`config.mk`:
```
export PLATFORM = sky130hd
export DESIGN_NAME = rgb_led_strip_serializer_top
export DESIGN_NICKNAME = d
export VERILOG_FILES = /design/src/rtl/rlss_pkg.sv /design/src/rtl/rlss_ram.sv /design/src/rtl/rlss_ctrl.sv /design/src/rtl/rlss_datapath.sv /design/src/rtl/rgb_led_strip_serializer_top.sv
export SDC_FILE = /design/constraint.sdc
export NUM_CORES = 1
export LEC_CHECK = 0
export ABC_AREA = 0
export BUFFER_PORTS_ARGS = -buffer_cell sky130_fd_sc_hd__buf_2
export CORE_ASPECT_RATIO = 2
export CORE_MARGIN = 10
export CORE_UTILIZATION = 40
export DETAILED_ROUTE_END_ITERATION = 8
export GPL_ROUTABILITY_DRIVEN = 0
export SYNTH_ARGS = -nofsm -noshare
export SYNTH_HDL_FRONTEND = slang
export SYNTH_SLANG_ARGS = --single-unit
```
`constraint.sdc`:
```
create_clock -name clk -period 4.44 [get_ports clk]
set_input_delay 0.888 -clock clk [delete_from_list [all_inputs] [get_ports clk]]
set_output_delay 0.888 -clock clk [all_outputs]
set_load 0.05 [all_outputs]
```
`src/rtl/rlss_pkg.sv`:
```
// shared types and constants for the rgb led strip serializer
package rlss_pkg;

  localparam int LED_COUNT_DEF = 20;
  localparam int BITS_PER_LED  = 24;
  localparam int TICK_W        = 15;
  localparam int CFG_IDX_W     = 3;

  localparam logic OP_TICK = 1'b0;
  localparam logic OP_SET  = 1'b1;

  localparam logic [CFG_IDX_W-1:0] REG_ZERO_HIGH = 3'd0;
  localparam logic [CFG_IDX_W-1:0] REG_ZERO_LOW  = 3'd1;
  localparam logic [CFG_IDX_W-1:0] REG_ONE_HIGH  = 3'd2;
  localparam logic [CFG_IDX_W-1:0] REG_ONE_LOW   = 3'd3;

  localparam logic [TICK_W-1:0] ZERO_HIGH_RST = 15'd8;
  localparam logic [TICK_W-1:0] ZERO_LOW_RST  = 15'd17;
  localparam logic [TICK_W-1:0] ONE_HIGH_RST  = 15'd16;
  localparam logic [TICK_W-1:0] ONE_LOW_RST   = 15'd9;

  typedef struct packed {
    logic       operation;
    logic [7:0] position;
    logic [7:0] red;
    logic [7:0] green;
    logic [7:0] blue;
    logic [7:0] run_length;
    logic       send_after;
  } in_t;

  typedef struct packed {
    logic line_level;
    logic busy_res;
    logic frame_done;
    logic set_ignored;
  } out_t;

  typedef struct packed {
    logic tick;
    logic set;
    logic fill_step;
    logic load_addr;
    logic load_cap;
  } dp_cmd_t;

  typedef struct packed {
    logic sending;
    logic run_zero;
    logic fill_last;
    logic send_pend;
  } dp_status_t;

endpackage

```
`src/rtl/rlss_ram.sv`:
```
// generic single write port ram with registered read
module rlss_ram #(
  parameter int WIDTH = 24,
  parameter int DEPTH = 20
) (
  input  logic                                   clk,
  input  logic                                   we,
  input  logic [((DEPTH > 1) ? $clog2(DEPTH) : 1)-1:0] waddr,
  input  logic [WIDTH-1:0]                       wdata,
  input  logic [((DEPTH > 1) ? $clog2(DEPTH) : 1)-1:0] raddr,
  output logic [WIDTH-1:0]                       rdata
);

  logic [WIDTH-1:0] mem [DEPTH];

  always_ff @(posedge clk) begin
    if (we) begin
      mem[waddr] <= wdata;
    end
    rdata <= mem[raddr];
  end

endmodule

```
`src/rtl/rlss_ctrl.sv`:
```
// controller: handshake, result valid and fill / pixel load sequencing
module rlss_ctrl (
  input  logic                   clk,
  input  logic                   rst,
  input  logic                   in_valid,
  output logic                   in_ready,
  input  logic                   operation,
  input  logic                   send_after,
  output logic                   out_valid,
  input  logic                   out_ready,
  input  rlss_pkg::dp_status_t   status,
  output rlss_pkg::dp_cmd_t      cmd
);
  import rlss_pkg::*;

  localparam logic [1:0] S_IDLE  = 2'd0;
  localparam logic [1:0] S_FILL  = 2'd1;
  localparam logic [1:0] S_LOAD  = 2'd2;
  localparam logic [1:0] S_LOAD2 = 2'd3;

  logic [1:0] state;
  logic [1:0] state_next;
  logic       accept;

  assign in_ready = (state == S_IDLE) && (!out_valid || out_ready);
  assign accept   = in_valid && in_ready;

  always_comb begin
    cmd            = '0;
    state_next     = state;
    cmd.tick       = accept && (operation == OP_TICK);
    cmd.set        = accept && (operation == OP_SET);
    case (state)
      S_IDLE: begin
        if (cmd.set && !status.sending) begin
          if (!status.run_zero) begin
            state_next = S_FILL;
          end else if (send_after) begin
            state_next = S_LOAD;
          end
        end
      end
      S_FILL: begin
        cmd.fill_step = 1'b1;
        if (status.fill_last) begin
          state_next = status.send_pend ? S_LOAD : S_IDLE;
        end
      end
      S_LOAD: begin
        // read of the first led in flight
        cmd.load_addr = 1'b1;
        state_next    = S_LOAD2;
      end
      S_LOAD2: begin
        cmd.load_cap = 1'b1;
        state_next   = S_IDLE;
      end
      default: begin
        state_next = S_IDLE;
      end
    endcase
  end

  always_ff @(posedge clk) begin
    if (rst) begin
      state     <= S_IDLE;
      out_valid <= 1'b0;
    end else begin
      state <= state_next;
      if (accept) begin
        out_valid <= 1'b1;
      end else if (out_ready) begin
        out_valid <= 1'b0;
      end
    end
  end

endmodule

```
`src/rtl/rlss_datapath.sv`:
```
// datapath: pixel store, run fill, bit timing and result register
module rlss_datapath #(
  parameter int LED_COUNT = rlss_pkg::LED_COUNT_DEF
) (
  input  logic                                  clk,
  input  logic                                  rst,
  input  rlss_pkg::in_t                         in_data,
  input  rlss_pkg::dp_cmd_t                     cmd,
  output rlss_pkg::dp_status_t                  status,
  output rlss_pkg::out_t                        out_data,
  input  logic                                  cfg_we,
  input  logic [rlss_pkg::CFG_IDX_W-1:0]        cfg_index,
  input  logic [rlss_pkg::TICK_W-1:0]           cfg_data
);
  import rlss_pkg::*;

  localparam int IDX_W = (LED_COUNT > 1) ? $clog2(LED_COUNT) : 1;
  localparam int CNT_W = $clog2(LED_COUNT + 1);
  localparam logic [8:0]       N9       = 9'(LED_COUNT);
  localparam logic [IDX_W-1:0] LAST_IDX = IDX_W'(LED_COUNT - 1);
  localparam logic [4:0]       LAST_BIT = 5'(BITS_PER_LED - 1);

  logic [TICK_W-1:0] zero_high;
  logic [TICK_W-1:0] zero_low;
  logic [TICK_W-1:0] one_high;
  logic [TICK_W-1:0] one_low;

  logic              sending;
  logic [IDX_W-1:0]  led_index;
  logic [4:0]        bit_index;
  logic              in_low_phase;
  logic [TICK_W-1:0] tick_count;
  logic [23:0]       cur_pixel;

  logic [IDX_W-1:0]  fill_addr;
  logic [CNT_W-1:0]  fill_left;
  logic [23:0]       fill_colour;
  logic              send_pend;
  logic [LED_COUNT-1:0] valid;
  logic              valid_q;

  logic [IDX_W-1:0]  rd_addr;
  logic [23:0]       rd_data;
  logic [23:0]       rd_pixel;

  logic [8:0]        pos9;
  logic [8:0]        pos_c;
  logic [8:0]        room;
  logic [8:0]        len9;
  logic [8:0]        cnt_c;

  logic              cur_bit;
  logic [TICK_W-1:0] phase_len;
  logic [TICK_W-1:0] tick_next;
  logic              phase_end;
  logic              bit_end;
  logic              led_end;
  logic              frame_end;

  // clamp position to 1..LED_COUNT and the run to the strip end
  always_comb begin
    pos9 = {1'b0, in_data.position};
    if (pos9 == 9'd0) begin
      pos_c = 9'd1;
    end else if (pos9 > N9) begin
      pos_c = N9;
    end else begin
      pos_c = pos9;
    end
    room  = N9 - pos_c + 9'd1;
    len9  = {1'b0, in_data.run_length};
    cnt_c = (len9 > room) ? room : len9;
  end

  assign status.sending   = sending;
  assign status.run_zero  = (cnt_c == 9'd0);
  assign status.fill_last = (fill_left == CNT_W'(1));
  assign status.send_pend = send_pend;

  // prefetch the next led so it is ready when the current one ends
  always_comb begin
    if (cmd.load_addr) begin
      rd_addr = '0;
    end else if (led_index == LAST_IDX) begin
      rd_addr = '0;
    end else begin
      rd_addr = led_index + IDX_W'(1);
    end
  end

  rlss_ram #(
    .WIDTH (24),
    .DEPTH (LED_COUNT)
  ) u_ram (
    .clk   (clk),
    .we    (cmd.fill_step),
    .waddr (fill_addr),
    .wdata (fill_colour),
    .raddr (rd_addr),
    .rdata (rd_data)
  );

  always_ff @(posedge clk) begin
    valid_q <= valid[rd_addr];
  end

  assign rd_pixel = rd_data & {24{valid_q}};

  always_comb begin
    cur_bit = cur_pixel[23];
    if (in_low_phase) begin
      phase_len = cur_bit ? one_low : zero_low;
    end else begin
      phase_len = cur_bit ? one_high : zero_high;
    end
    tick_next = tick_count + TICK_W'(1);
    // a zero length ends the phase at once
    phase_end = (tick_next >= phase_len);
    bit_end   = phase_end && in_low_phase;
    led_end   = bit_end && (bit_index == LAST_BIT);
    frame_end = led_end && (led_index == LAST_IDX);
  end

  always_ff @(posedge clk) begin
    if (rst) begin
      zero_high    <= ZERO_HIGH_RST;
      zero_low     <= ZERO_LOW_RST;
      one_high     <= ONE_HIGH_RST;
      one_low      <= ONE_LOW_RST;
      sending      <= 1'b0;
      led_index    <= '0;
      bit_index    <= '0;
      in_low_phase <= 1'b0;
      tick_count   <= '0;
      cur_pixel    <= '0;
      fill_addr    <= '0;
      fill_left    <= '0;
      fill_colour  <= '0;
      send_pend    <= 1'b0;
      valid        <= '0;
    end else begin
      if (cfg_we) begin
        case (cfg_index)
          REG_ZERO_HIGH: zero_high <= cfg_data;
          REG_ZERO_LOW:  zero_low  <= cfg_data;
          REG_ONE_HIGH:  one_high  <= cfg_data;
          REG_ONE_LOW:   one_low   <= cfg_data;
          default: ;
        endcase
      end

      if (cmd.set && !sending) begin
        fill_addr   <= pos_c[IDX_W-1:0] - IDX_W'(1);
        fill_left   <= CNT_W'(cnt_c);
        fill_colour <= {in_data.green, in_data.red, in_data.blue};
        send_pend   <= in_data.send_after;
        if (in_data.send_after) begin
          sending      <= 1'b1;
          led_index    <= '0;
          bit_index    <= '0;
          in_low_phase <= 1'b0;
          tick_count   <= '0;
        end
      end

      if (cmd.fill_step) begin
        valid[fill_addr] <= 1'b1;
        fill_addr        <= fill_addr + IDX_W'(1);
        fill_left        <= fill_left - CNT_W'(1);
      end

      if (cmd.load_cap) begin
        cur_pixel <= rd_pixel;
      end

      if (cmd.tick && sending) begin
        if (!phase_end) begin
          tick_count <= tick_next;
        end else begin
          tick_count   <= '0;
          in_low_phase <= !in_low_phase;
          if (bit_end) begin
            if (led_end) begin
              bit_index <= '0;
              cur_pixel <= rd_pixel;
              if (frame_end) begin
                led_index <= '0;
                sending   <= 1'b0;
              end else begin
                led_index <= led_index + IDX_W'(1);
              end
            end else begin
              bit_index <= bit_index + 5'd1;
              cur_pixel <= {cur_pixel[22:0], 1'b0};
            end
          end
        end
      end
    end
  end

  // result register, loaded on every input transfer
  always_ff @(posedge clk) begin
    if (cmd.tick) begin
      out_data.line_level  <= sending && !in_low_phase;
      out_data.busy_res    <= sending;
      out_data.frame_done  <= sending && frame_end;
      out_data.set_ignored <= 1'b0;
    end else if (cmd.set) begin
      out_data.line_level  <= sending ? !in_low_phase : in_data.send_after;
      out_data.busy_res    <= sending || in_data.send_after;
      out_data.frame_done  <= 1'b0;
      out_data.set_ignored <= sending;
    end
  end

endmodule

```
`src/rtl/rgb_led_strip_serializer_top.sv`:
```
// serial rgb led strip driver: pixel store and tick-timed bit serializer
// result: the result of an item is registered and valid in the cycle after its transfer
// throughput: a tick item can be taken every cycle while idle and the result is not stalled
// a set item holds off the input while it writes its clamped run (one store write per cycle),
//   then fetches the first pixel (S_LOAD, S_LOAD2) to start a frame; ignored sets write none
// reset: synchronous; pixel valid bits clear at once, so the store reads as zero
module rgb_led_strip_serializer_top #(
  parameter int LED_COUNT = rlss_pkg::LED_COUNT_DEF
) (
  input  logic                           clk,
  input  logic                           rst,
  input  logic                           in_valid,
  output logic                           in_ready,
  input  rlss_pkg::in_t                  in_data,
  output logic                           out_valid,
  input  logic                           out_ready,
  output rlss_pkg::out_t                 out_data,
  input  logic                           cfg_we,
  input  logic [rlss_pkg::CFG_IDX_W-1:0] cfg_index,
  input  logic [rlss_pkg::TICK_W-1:0]    cfg_data
);
  import rlss_pkg::*;

  dp_cmd_t    cmd;
  dp_status_t status;

  rlss_ctrl u_ctrl (
    .clk        (clk),
    .rst        (rst),
    .in_valid   (in_valid),
    .in_ready   (in_ready),
    .operation  (in_data.operation),
    .send_after (in_data.send_after),
    .out_valid  (out_valid),
    .out_ready  (out_ready),
    .status     (status),
    .cmd        (cmd)
  );

  rlss_datapath #(
    .LED_COUNT (LED_COUNT)
  ) u_datapath (
    .clk       (clk),
    .rst       (rst),
    .in_data   (in_data),
    .cmd       (cmd),
    .status    (status),
    .out_data  (out_data),
    .cfg_we    (cfg_we),
    .cfg_index (cfg_index),
    .cfg_data  (cfg_data)
  );

endmodule

```
### After elaboration in Yosys (flattened, before gate mapping)

Memories as Yosys holds them, arrays and structs flattened. A register that Yosys moved wholly into a read port is not among the register bits.
Cells that the tools add are included.

| cells by class | value |
|---|---|
| add/sub/neg operators | 8 |
| magnitude comparators | 6 |
| equality and inequality tests | 12 |
| muxes and demuxes | 65 |
| bitwise gates (word level) | 3 |
| reductions and logical operators | 32 |

Operator list:

| kind | number |
|---|---|
| $mux W24 | 5 |
| $mux W15 | 7 |
| $mux W5 | 19 |
| $and A24 B24 Y24 | 1 |
| $mux W1 | 21 |
| $or A20 B20 Y20 | 1 |
| $mux W9 | 2 |
| $add A15 B1 Y15 const B | 1 |
| $add A5 B1 Y5 const B | 3 |
| $ge A15 B15 Y1 | 1 |
| $logic_and A1 B1 Y1 | 12 |
| $lt A5 B6 Y1 const B | 2 |
| $eq A5 B5 Y1 const B | 2 |
| $mux W2 | 5 |
| $reduce_and A2 Y1 | 5 |
| $reduce_bool A2 Y1 | 5 |
| $sub A5 B1 Y5 const B | 2 |
| $add A9 B1 Y9 const B | 1 |
| $gt A8 B9 Y1 | 1 |
| $logic_not A9 Y1 | 1 |
| $sub A5 B9 Y9 const A | 1 |
| $gt A8 B5 Y1 const B | 1 |
| $logic_not A8 Y1 | 1 |
| $mux W4 | 2 |
| other kinds (18) | 24 |

| word-level totals | value |
|---|---|
| register bits after elaboration | 174 |
| memory bits (writable) | 480 |
| output and inout port bits | 6 |
| logic and storage cells | 149 |
| memories kept | 1 |

Memory list:

| memory | words | bits a word | read ports | clocked after Yosys merged registers in | write ports | line | text |
|---|---|---|---|---|---|---|---|
| u_datapath.u_ram.mem | 20 | 24 | 1 | 1 | 1 | rlss_ram.sv:14 | `logic [WIDTH-1:0] mem [DEPTH];` |

### Logic depth before layout (Yosys ltp)

Gate-level depths: netlist of run 1.

| depth | value |
|---|---|
| depth in word-level cells | 12 |
| mapped depth | 14 |
| depth with buffers taken out | 12 |

### Hierarchy

A second synthesis of run 1 with hierarchy kept.

| unflattened totals | value |
|---|---|
| cell total of the unflattened synthesis | 2104 |
| area, all modules | 28107.0 sq um |

Modules (own cells, without submodules):

| module | instances | cells an instance | area an instance (sq um) | sequential area each (sq um) |
|---|---|---|---|---|
| rlss_ram | 1 | 1005 | 19115.8 | 14894.3 |
| rlss_datapath | 1 | 1073 | 8788.4 | 3453.3 |
| rlss_ctrl | 1 | 26 | 202.7 | 60.1 |

### Worst setup path after synthesis of run 1

No wires, ideal clock.

| path | value |
|---|---|
| kind | register to register |
| from | reg u_datapath.in_low_phase |
| to | reg u_datapath.cur_pixel[0] |
| setup time | 0.116 ns |
| data arrival time | 3.281 ns |
| data required time | 4.324 ns |
| slack | 1.043 ns |
| cell stages (with the launch flop) | 13 |
| clock period less this slack | 3.397 ns |
| cell sequence | dfxtp_1 > buf_1 > buf_2 > mux4_2 > inv_1 > ha_1 > a211oi_1 > nand3_1 > a41o_1 > a21oi_1 > clkbuf_1 > o21ai_0 > a41o_1 |

| between the ends | value |
|---|---|
| word-level cells in the longest chain between the ends | 8 |

Ends and longest elaborated chain:

| element | line | text |
|---|---|---|
| start: declaration | rlss_datapath.sv:31 | `logic in_low_phase;` |
| start signal: assignment | rlss_datapath.sv:181 | `in_low_phase <= !in_low_phase;` |
| $mux W15 | rlss_datapath.sv:111 | `if (in_low_phase) begin` |
| $ge A15 B15 Y1 | rlss_datapath.sv:118 | `phase_end = (tick_next >= phase_len);` |
| $logic_and A1 B1 Y1 | rlss_datapath.sv:119 | `bit_end = phase_end && in_low_phase;` |
| $logic_and A1 B1 Y1 | rlss_datapath.sv:120 | `led_end = bit_end && (bit_index == LAST_BIT);` |
| $mux W24 | rlss_datapath.sv:183 | `if (led_end) begin` |
| $mux W24 | rlss_datapath.sv:182 | `if (bit_end) begin` |
| $mux W24 * | rlss_datapath.sv:177 | `if (!phase_end) begin` |
| $mux W24 * | rlss_datapath.sv:176 | `if (cmd.tick && sending) begin` |
| end signal: assignment | rlss_datapath.sv:173 | `cur_pixel <= rd_pixel;` |
| end signal: assignment | rlss_datapath.sv:185 | `cur_pixel <= rd_pixel;` |
| end signal: assignment | rlss_datapath.sv:194 | `cur_pixel <= {cur_pixel[22:0], 1'b0};` |
| end: declaration | rlss_datapath.sv:33 | `logic [23:0] cur_pixel;` |

Every way passes the cells marked *; elsewhere a longest branch is shown, timed or not.
A chain may end at the register's enable or synchronous reset.

### Worst setup path after layout of run 1

| path | value |
|---|---|
| from | reg u_datapath.tick_count[0] |
| to | reg u_datapath.cur_pixel[13] |

| between the ends | value |
|---|---|
| word-level cells in the longest chain between the ends | 8 |

Ends and longest elaborated chain:

| element | line | text |
|---|---|---|
| start: declaration | rlss_datapath.sv:32 | `logic [TICK_W-1:0] tick_count;` |
| start signal: assignment | rlss_datapath.sv:178 | `tick_count <= tick_next;` |
| $add A15 B1 Y15 * | rlss_datapath.sv:116 | `tick_next = tick_count + TICK_W'(1);` |
| $ge A15 B15 Y1 * | rlss_datapath.sv:118 |  |
| $logic_and A1 B1 Y1 | rlss_datapath.sv:119 |  |
| $logic_and A1 B1 Y1 | rlss_datapath.sv:120 |  |
| $mux W24 | rlss_datapath.sv:183 |  |
| $mux W24 | rlss_datapath.sv:182 |  |
| $mux W24 * | rlss_datapath.sv:177 |  |
| $mux W24 * | rlss_datapath.sv:176 |  |

Marked as above.

==> results of run 1 <==
==> metrics by stage <==
stage / setup WS (ns) / total power [mW] / hold slack (ns) / util [%] / cells
floorplan: 1.043 / 7.280 / 0.4331 / - / 2378
global placement: 0.6273 / 7.475 / 0.4381 / 42.46 / 3257
detailed placement: 0.4296 / 7.493 / 0.4474 / 42.46 / 3257
CTS: 0.6517 / 12.80 / 0.4573 / 45.27 / 3363
global route: 0.3097 / 13.08 / 0.4746 / 45.27 / 3363
finish: 0.5940 / 12.71 / 0.4558 / 45.27 / 3363
==> metal layers <==
metal	up-vias	share of wire, %
met1	10070	34
met4	0	6.3
met2	828	54
met3	263	5.8
met5	-	0
li1	9062	-
==> cells by family after synthesis <==
kind of cell	count (synthesis)	share of synthesized area, %
DFF	678	64.72
adders and majority gates	35	1.540
and+or+nand+nor	773	12.47
xor gates and xnor gates	19	0.6115
muxes	71	4.303
AOI/OAI and AO/OA	586	13.26
other	1	0.01319
buffers and inverters	215	3.084
==> flip-flops by register name (all words and copies together) (netlist names), 20 cells and up <==
signal and flops:
u_datapath.valid 20, u_datapath.u_ram.mem 480, u_datapath.fill_colour 24, u_datapath.u_ram.rdata 24
u_datapath.cur_pixel 24
==> power by group through the flow <==
stage | clock, mW | combinational, mW | sequential (mW)
2_1_floorplan | 0 | 0.222 | 7.06
5_1_grt | 5.68 | 0.430 | 6.97
6_report | 5.36 | 0.393 | 6.96
3_3_place_gp | 0 | 0.383 | 7.09
3_5_place_dp | 0 | 0.391 | 7.10
4_1_cts | 5.44 | 0.393 | 6.96
==> layout make-up <==
type                    instances  area (um^2)  area share [%]
flip-flops and latches        678        18410           57.59
multi-input cells            1485         9316           29.14
clock buffers                  74         1563           4.889
well taps                     910         1139           3.562
repair buffers                150        991.0           3.100
clock inverters                32        421.7           1.319
inverters                      34        127.6          0.3992
==> synthesized netlist by cell type (all sizes together), types with 30 or more instances <==
cell    count
nand3     110
o22ai      97
a31oi      52
buf        55
inv        34
o21ai      68
nor3       93
o32ai      72
a211oi     56
nand2     296
dfxtp     195
mux2i      30
nand2b     32
ha         35
mux4       41
a21oi     167
edfxtp    483
clkbuf    126
nor2      157
==> worst max-delay path, delay by kind of cell, from the launching register on <==
family          cells  cell delay [ns]
compound gates      5             1.30
buf+inv             2             0.48
fa+ha+maj           2             0.59
xor+xnor            1             0.14
flops               1             0.43
simple gates        4             0.81
==> worst paths after layout <==
path / startpoint / cells past startpoint / slack (ns) / to
min reg2reg: u_datapath.one_high[9]$_SDFFE_PP0P_ / 2 / 0.46 / u_datapath.one_high[9]$_SDFFE_PP0P_
max reg2reg: u_datapath.tick_count[0]$_SDFFE_PP0P_ / 14 / 0.59 / u_datapath.cur_pixel[13]$_SDFF_PP0_
max: u_datapath.tick_count[0]$_SDFFE_PP0P_ / 14 / 0.59 / u_datapath.cur_pixel[13]$_SDFF_PP0_
min: u_datapath.one_high[9]$_SDFFE_PP0P_ / 2 / 0.46 / u_datapath.one_high[9]$_SDFFE_PP0P_
==> qor.csv, run 1 <==
metric,value,unit
Crit path required time,4.96,ns
crit path cell chain,ha_1 > nand3_1 > nor4_2 > buf_4 > nand2_1 > xnor2_1 > ha_1 > a211o_1 > a21oi_1 > nand2_1 > a2bb2oi_4 > buf_4 > a211oi_1 > a211oi_1,
largest net degree at the start of global routing,160,
n_diodes,0,
Routed WL,86.34,mm
antenna violations before repair,0,
DRC errors left,0,
Final Max Tran Viols,0,
Site Rows,138,
Final Cell Area,0.03197,mm^2
top-area cell type share of the netlist area,51.00,%
I/O pin count,71,
CP Launch Type,flip-flop,
Tot GR Track Use,20.12,%
vias in the first global route,20440,
layout cells sized above 1,13.66,%
number of failing hold endpoints at the final stage,0,
RSZ-0062 raised after global routing,no,
Initial DRT Pass Iterations,6,
Psw,2.725,mW
Clock Latency Late Sink,0.62,ns
internal power,9.985,mW
met2 Track Usage GR,38.09,%
chip width,208.6,um
placed cell areas,0.02998,mm^2
Worst Setup Path Type,reg -> reg,
"Warnings, synthesis",0,
Clock Skew,0.01545,ns
Worst path max stage delay,0.45,ns
ys flop type,edfxtp_1,
P_leak,10.85,nW
Yosys top cell by area,edfxtp_1,
clock sink total,678,
CTS root buf,clkbuf_16,
CTS Buf Count,57,
Setup TNS Final,0,ns
FILL cells,6343,
Post-DP HPWL,53.63,mm
crit end category,flip-flop,
syn_nets,2478,
Iteration-0 DRC Markers,1741,
Via Count,20220,
"critical path fanouts, max",18,
GRT overflow,0,
Yosys reg bits,678,
global-route wire length before repair,127.9,mm
CP max stage cell,a2bb2oi_4,
power share of the clock group,42.1,%
Vias/cell,6.013,
Clock Tree Buf Depth,3,
P&R area growth vs syn,12.40,%
fmax,260.0,MHz
most used routing layer in global routing,met2,
port buffer count,70,
Yosys cell types,75,
hold buffer count at cts,0,
post-synthesis cell count,2378,
number of synthesized flops with an enable pin,483,
Slew headroom,28.44,%
Sw Ratio,21.44,%
Peak VDD IR,326.0,uV
Synth area leaders,"edfxtp_1, dfxtp_1, nand2_1",
Total Nets Final,2506,
Gate power share,3.1,%
number of H-tree levels,2,
Worst EP arrival,4.37,ns
Core ar.,0.07062,mm^2
final worst path period share,86.62,%
status,finished clean,
MaxCap Viol Count,0,
Mapped Area,0.02844,mm^2
GR Util met1,20.61,%
Hold/Removal Path Class,reg -> reg,
die height,397.1,um
Post CTS Setup Buffer Count,0,
Die ar.,0.08282,mm^2
CTS resizes,0,
"commonest non-fill, non-tap cells in the layout","edfxtp_1, nand2_1, dfxtp_1, a21oi_1, nor2_1",
"Reg clk slew, reported paths",0.07,ns
# setup viols final,0,
met3 Resource Use GR,2.357,%
"most common cell after layout, fill and taps aside",edfxtp_1,
Sequential Power Share,54.8,%
sequential-to-total area share from yosys stat,64.72,%
syn_area_per_cell,11.96,um^2
WL/cell,25.67,um
"FFs w/ async S/R, synth",0,%
worst-margin pin slew,1.069,ns
Routed Antenna Nets,0,
final worst path period need,3.846,ns
Initial Utilization,40.27,%
pwr dens,397.6,mW/mm^2
CTS tree,yes,
Power figures use the tool's default switching activity.
==> run 2: changes to the inputs <==
Settings changed: BUFFER_PORTS_ARGS -buffer_cell sky130_fd_sc_hd__buf_2 to not set, DONT_BUFFER_PORTS set to 1.
==> run 2 against run 1 <==
Net effect: routed wire length shrank 0.78%; clock-buffer cell count rose by 8; global-route usage decreased by 0.23 points; combinational power decreased by 23%; via count is 1.1% lower; worst setup slack lost 0.13 ns; clock power hardly changed; non-clock buffer count fell by 74; sequential power about the same; critical path depth did not move; hold slack got worse by 0.12 ns; design area is 1.0% lower; critical path type unchanged; critical endpoint is now u_datapath.cur_pixel[16]$_SDFF_PP0_; largest cell class unchanged.
==> qor.csv, run 2 (synthesized netlist as in run 1, its figures left out) <==
metric,value,unit
status,finished clean,
Site Rows,138,
power share of the clock group,42.5,%
crit end category,flip-flop,
Slew headroom,27.54,%
number of failing hold endpoints at the final stage,0,
layout cells sized above 1,10.79,%
Crit path required time,4.97,ns
Gate power share,2.4,%
n_diodes,0,
MaxCap Viol Count,0,
Via Count,20010,
vias in the first global route,20310,
Clock Latency Late Sink,0.63,ns
GR Util met1,20.57,%
clock sink total,678,
Post-DP HPWL,51.23,mm
pwr dens,399.6,mW/mm^2
Non-Filler Instances,3291,
P_leak,10.59,nW
"Reg clk slew, reported paths",0.07,ns
overall power,12.65,mW
met2 Track Usage GR,38.15,%
Largest Register,u_datapath.u_ram.mem,
Core ar.,0.07062,mm^2
Worst Reg-to-Reg Cells,14,
Inst Count DP,3183,
# setup viols final,0,
Initial DRT Pass Iterations,5,
Clock Skew,0.02071,ns
Routed Antenna Nets,0,
Sequential Power Share,55.1,%
hold buffer count at cts,0,
CTS root buf,clkbuf_16,
met3 Resource Use GR,2.270,%
WHS,0.3375,ns
Vias/cell,6.080,
most used routing layer in global routing,met2,
Sw Ratio,21.28,%
CP Launch Type,flip-flop,
Clock Tree Buf Depth,3,
Routed WL,85.66,mm
"most common cell after layout, fill and taps aside",edfxtp_1,
Setup TNS Final,0,ns
Hold/Removal Path Class,in -> reg,
Worst path max stage delay,0.61,ns
CP max stage cell,a2bb2oi_4,
internal power,9.955,mW
Tot GR Track Use,19.89,%
Iteration-0 DRC Markers,1762,
Worst Setup Path Type,reg -> reg,
Psw,2.691,mW
CTS tree,yes,
Die ar.,0.08282,mm^2
Total Nets Final,2432,
"critical path fanouts, max",34,
crit path cell chain,ha_1 > nand3_1 > nor4_2 > buf_4 > nand4_1 > xnor2_1 > ha_1 > o21a_1 > a21oi_1 > nand2_1 > a2bb2oi_4 > buf_12 > a211oi_1 > a211oi_1,
WL/cell,26.03,um
worst-margin pin slew,1.083,ns
RSZ-0062 raised after global routing,no,
Worst EP arrival,4.50,ns
chip width,208.6,um
final worst path period need,3.973,ns
Peak VDD IR,337.0,uV
I/O pin count,71,
GRT overflow,0,
global-route wire length before repair,126.7,mm
final worst path period share,89.48,%
Post CTS Setup Buffer Count,0,
"commonest non-fill, non-tap cells in the layout","edfxtp_1, nand2_1, dfxtp_1, a21oi_1, nor2_1",
port buffer count,0,
die height,397.1,um
DRC errors left,0,
CTS Buf Count,57,
Final Cell Area,0.03165,mm^2
Final Max Tran Viols,0,
largest net degree at the start of global routing,161,
number of H-tree levels,2,
antenna violations before repair,0,
P&R area growth vs syn,11.27,%
Largest register FFs,480,
CTS resizes,0,
placed cell areas,0.02965,mm^2
fmax,251.7,MHz
FILL cells,6254,
Initial Utilization,40.27,%
hold depth,1,
## run 2: changes by cell type in the layout (fill, tap and decap cells not counted), moves of 2 or more
| cell | before | now |
|---|---|---|
| clkbuf_8 | 5 | 7 |
| buf_2 | 69 | 0 |
| buf_4 | 78 | 69 |
| buf_12 | 3 | 7 |
| bufinv_16 | 9 | 7 |
| clkbuf_1 | 10 | 15 |
| clkbuf_16 | 58 | 60 |
| clkinvlp_4 | 5 | 2 |
## run 2: final timing paths
path | start | to | slack (ns)
worst max-delay path | u_datapath.tick_count[0]$_SDFFE_PP0P_ | u_datapath.cur_pixel[16]$_SDFF_PP0_ | 0.47
worst min-delay path | rst | u_ctrl.out_valid$_SDFFE_PP0P_ | 0.34
worst max register to register | u_datapath.tick_count[0]$_SDFFE_PP0P_ | u_datapath.cur_pixel[16]$_SDFF_PP0_ | 0.47
worst min register to register | u_datapath.one_high[2]$_SDFFE_PP0P_ | u_datapath.one_high[2]$_SDFFE_PP0P_ | 0.45
## run 2: worst max-delay path: cells and delay by family, from the launching register on
| family | cells | cell delay, ns |
|---|---|---|
| compound gates | 5 | 1.24 |
| simple gates | 4 | 0.98 |
| fa+ha+maj | 2 | 0.58 |
| buf+inv | 2 | 0.47 |
| flops | 1 | 0.42 |
| xor+xnor | 1 | 0.18 |
## run 2: layer usage
layer | vias up | wire length (um)
met5 | - | 0
met4 | 0 | 4608
met3 | 243 | 4743
met2 | 789 | 46870
met1 | 10050 | 29440
li1 | 8926 | -
## run 2: metrics by stage
step           setup slack [ns]  utilization (%)
2_1_floorplan             1.043                -
4_1_cts                  0.4833            44.81
5_1_grt                  0.1249            44.81
3_3_place_gp             0.6510            41.98
6_report                 0.4670            44.81
3_5_place_dp             0.5049            41.98
## run 2: final cells by class
cell class                      count  area, um^2  area share (%)
Clock inverter                     26       345.3           1.091
Timing Repair Buffer               76       658.1           2.080
Inverter                           34       127.6          0.4033
Sequential cell                   678       18410           58.17
Clock buffer                       82        1654           5.227
Tap cell                          910        1139           3.598
Multi-Input combinational cell   1485        9314           29.43
## run 2: power by group through the flow
stage	clock (mW)	combinational, mW	sequential (mW)
after floorplan	0	0.222	7.06
after global placement	0	0.296	7.10
after detailed placement	0	0.303	7.11
after CTS	5.46	0.304	6.97
after global routing	5.66	0.332	6.98
final	5.37	0.304	6.97
